## config.mk

```make
export PLATFORM = sky130hd
export DESIGN_NAME = pip_ram
export DESIGN_NICKNAME = d
export VERILOG_FILES = /design/src/sv/pip_ram.sv
export SDC_FILE = /design/constraint.sdc
export NUM_CORES = 2
export LEC_CHECK = 0
export ABC_AREA = 1
export BUFFER_PORTS_ARGS = -buffer_cell sky130_fd_sc_hd__buf_2
export CAP_MARGIN = 20
export CELL_PAD_IN_SITES_DETAIL_PLACEMENT = 0
export CELL_PAD_IN_SITES_GLOBAL_PLACEMENT = 1
export CORE_MARGIN = 3
export CORE_UTILIZATION = 41
export CTS_CLUSTER_DIAMETER = 100
export DETAILED_ROUTE_END_ITERATION = 8
export HOLD_SLACK_MARGIN = 0.12
export PLACE_DENSITY = 0.68
export RECOVER_POWER = 100
export SKIP_LAST_GASP = 1
export SYNTH_ARGS = -nofsm -noshare
export SYNTH_HDL_FRONTEND = slang
export SYNTH_SLANG_ARGS = --single-unit
```

## constraint.sdc

```tcl
create_clock -name clk -period 7.85 [get_ports clk]
set_input_delay 1.1775 -clock clk [delete_from_list [all_inputs] [get_ports clk]]
set_output_delay 1.1775 -clock clk [all_outputs]
set_load 0.1 [all_outputs]
```

## src/sv/pip_ram.sv

```systemverilog
// ----------------------------------------------------------------------------
// Point in polygon test - vertex RAM
// Simple dual-port RAM, one write and one registered read per cycle.
// ----------------------------------------------------------------------------
module pip_ram #(
  parameter int WIDTH = 64,
  parameter int DEPTH = 64
) (
  input  logic                                         clk,
  input  logic                                         wr_en,
  input  logic [((DEPTH > 1) ? $clog2(DEPTH) : 1)-1:0] wr_addr,
  input  logic [WIDTH-1:0]                             wr_data,
  input  logic                                         rd_en,
  input  logic [((DEPTH > 1) ? $clog2(DEPTH) : 1)-1:0] rd_addr,
  output logic [WIDTH-1:0]                             rd_data
);

  logic [WIDTH-1:0] mem [DEPTH];

  always_ff @(posedge clk) begin
    if (wr_en) begin
      mem[wr_addr] <= wr_data;
    end
    if (rd_en) begin
      rd_data <= mem[rd_addr];
    end
  end

endmodule

```

==> out/results.ini <==
[placement]
hpwlAfterDp_mm = 253
buffers_on_ports = 142
global_placement_routability_congestion = 0.766
worst_slack_at_placement_ns = 3.10

[sta]
grt_setup_unrepaired = no
max-slew-margin-rel = -2.10
final-hold-violation-count = 0
tightest_slew_ns = 4.65
timing.final.crit_period_ns = 5.83
layout_worst_path_cycle_share = 0.743
setup_slack_ns = 2.02
skew_ns = 0.0661
report.final.setup_viol = 0
fmaxAchievable_mhz = 171
whs_ns = 0.523
drv_slew = 7088

[synthesis]
synthesized_cell_area_um2 = 166000
synthCells = 13400
number_of_distinct_library_cells_after_synthesis = 15
yosysSeqAreaShare = 0.753
avgSynthCellArea_um2 = 12.4
syn_nets = 13500
flops_latches_synth = 4160
synth.yosys.warnings = 0

[setup_path]
endpoint = mem[30][0]
worstSetupEndpointType = flip-flop
critPathArrivalTime_ns = 6.32
critPathRequiredTime_ns = 8.34
worst_r2r_endpoint = rd_data[46]
timing.critical_path.from = wr_addr[1]
reg_to_reg_critical_path_startpoint = mem[38][46]
criticalPathCategory = primary input to flip-flop
worst-r2r-setup-slack_ns = 5.90
path_max_fanout = 25
reg2reg_depth = 8
setup.worst_path.start_class = primary input

[route]
drt_first_iter_violations = 12800
routed-via-count = 107000
number_of_detailed_routing_iterations_run_before_antenna_repair = 8
drt_drc_violations_left = 0
routed_length_per_placed_instance_um = 27.5
vias_per_cell = 5.59
ant_nets = 0
finalWirelength_mm = 527

[clock_network]
later_pin_clock_latency_in_the_skew_report_ns = 1.01
worst_setup_hold_path_clk_slew_ns = 0.06
cts_post_setup_buffers_inserted = 0
post_cts_resized = 0
clock_h_tree_levels = 5
max_clock_buf_depth = 4
cts_hold_buffers = 0
cts_root_buf = sky130_fd_sc_hd__clkbuf_16
clock_sink_count = 4160
tritoncts_clock_tree = yes
cts_inserted_buffers = 433

[finish]
drive_gt1_frac = 0.0569
seqCellArea_um2 = 125000
layout.nets = 13400
multi_input_area_um2 = 36300
fillCellCount = 36300
flow.area_growth_from_synthesis_pct = 11.2

[grt]
grt_antenna_before_repair = 36
via_count_of_the_first_global_routing_pass = 100000
globalRouteTotalUtil = 0.249
grt_max_degree = 215
global_route_wire_length_before_repair_mm = 750
grt-ovfl-total = 0

[floorplan]
placement_rows = 233
floorplan.initialDensity = 0.412
die_y_um = 642
num_io_pins = 143
coreArea_um2 = 403000
die_outline_area_um2 = 412000
die_width_um = 642

[outcome]
result_of_the_run = complete, but fails checks
violated_checks = capacitance limit, slew limit

[worst_hold_path]
worst_hold_path_type = primary input to flip-flop

[pwr]
cellPowerDensity_nw_per_um2 = 258
ir_worst_vdd_mv = 0.199
total_leakage_power_nw = 63.5

[flow_run]
max_cap_viol_count = 190

## worst min-delay path by stage
stage	startpoint	endpoint	slack, ns	cells past startpoint
2_1_floorplan	mem[8][0]	rd_data[0]	0.80	8
3_3_place_gp	mem[4][13]	rd_data[13]	0.85	8
3_5_place_dp	mem[44][55]	rd_data[55]	0.85	8
4_1_cts	wr_data[37]	mem[59][37]	0.56	1
5_1_grt	wr_data[20]	mem[1][20]	0.49	1
6_report	wr_data[20]	mem[1][20]	0.52	1
## routing by layer
layer  GRT usage  share of wire  vias up
met5           0        0.00021        -
met4      0.0725          0.033       16
met3      0.0354          0.079      841
met2       0.393           0.46     4470
met1       0.358           0.43    53800
li1            -              -    47900
## per-stage QoR
step | cell area, µm² | power (mW) | utilization | cells | TNS (ns)
after floorplan | 166000 | 26.9 | - | 13400 | -311.97
after global placement | 172000 | 28.0 | 0.426 | 18300 | 0
after detailed placement | 172000 | 28.1 | 0.426 | 18300 | 0
after CTS | 185000 | 47.9 | 0.460 | 19100 | 0
after global routing | 184000 | 49.0 | 0.458 | 19100 | 0
final | 184000 | 47.6 | 0.458 | 19100 | 0
## critical path, cell delays in order
cell	delay (ns)
sky130_fd_sc_hd__clkbuf_1	0.51
sky130_fd_sc_hd__nand4_1	0.59
sky130_fd_sc_hd__nor2_1	0.56
sky130_fd_sc_hd__clkbuf_1	1.28
sky130_fd_sc_hd__clkbuf_1	2.06
## synth_stat cells (all sizes together)
library cell  number  area, µm²
buf              750       4280
clkbuf           147        552
edfxtp          4160     125000
inv               12       50.1
nand2           4416      16600
nand3           3847      19300
nand4              9       56.3
nor2              56        210
nor4               8       50.1
## cell usage in the layout (no fill, tap or decap), types with 9 or more instances in the layout
cell type / netlist / final
sky130_fd_sc_hd__nor2_1: 56 / 37
sky130_fd_sc_hd__clkinv_2: 0 / 96
sky130_fd_sc_hd__buf_12: 0 / 47
sky130_fd_sc_hd__bufinv_16: 0 / 32
sky130_fd_sc_hd__clkinv_1: 0 / 111
sky130_fd_sc_hd__diode_2: 0 / 13
sky130_fd_sc_hd__clkinvlp_4: 0 / 9
sky130_fd_sc_hd__nand2_1: 4416 / 4416
sky130_fd_sc_hd__nand3_1: 3847 / 3847
sky130_fd_sc_hd__nor2_4: 0 / 19
sky130_fd_sc_hd__buf_2: 501 / 9
sky130_fd_sc_hd__nand4_1: 9 / 9
sky130_fd_sc_hd__clkbuf_16: 0 / 437
sky130_fd_sc_hd__edfxtp_1: 4160 / 4160
sky130_fd_sc_hd__clkbuf_2: 0 / 9
sky130_fd_sc_hd__clkbuf_1: 147 / 346
sky130_fd_sc_hd__buf_4: 134 / 86
## registers in the layout, indices dropped and copies added (netlist names)
| name | count |
|---|---|
| mem | 4096 |
| rd_data | 64 |
## report_power, final
group	internal (mW)	switching, mW
Clock	11.3	8.72
Sequential	24.7	0.0844
Combinational	0.611	2.23
## area by class of cell
type | count | area share
multi-input cells | 8336 | 0.197
clock buffers | 531 | 0.0612
diodes | 13 | 0.000176
repair buffers | 408 | 0.0146
inverters | 12 | 0.000570
well taps | 5405 | 0.0367
flip-flops and latches | 4160 | 0.677
clock inverters | 273 | 0.0130
## cells by family (layout without fill, tap and decap cells)
kind of cell,Yosys count,count (layout),share of synthesized area
DFF,4160,4160,0.753
and+or+nand+nor,8336,8336,0.218
buffers and inverters,909,1224,0.0294
other,0,13,0
Note: power is estimated with default switching activity, not from simulation.
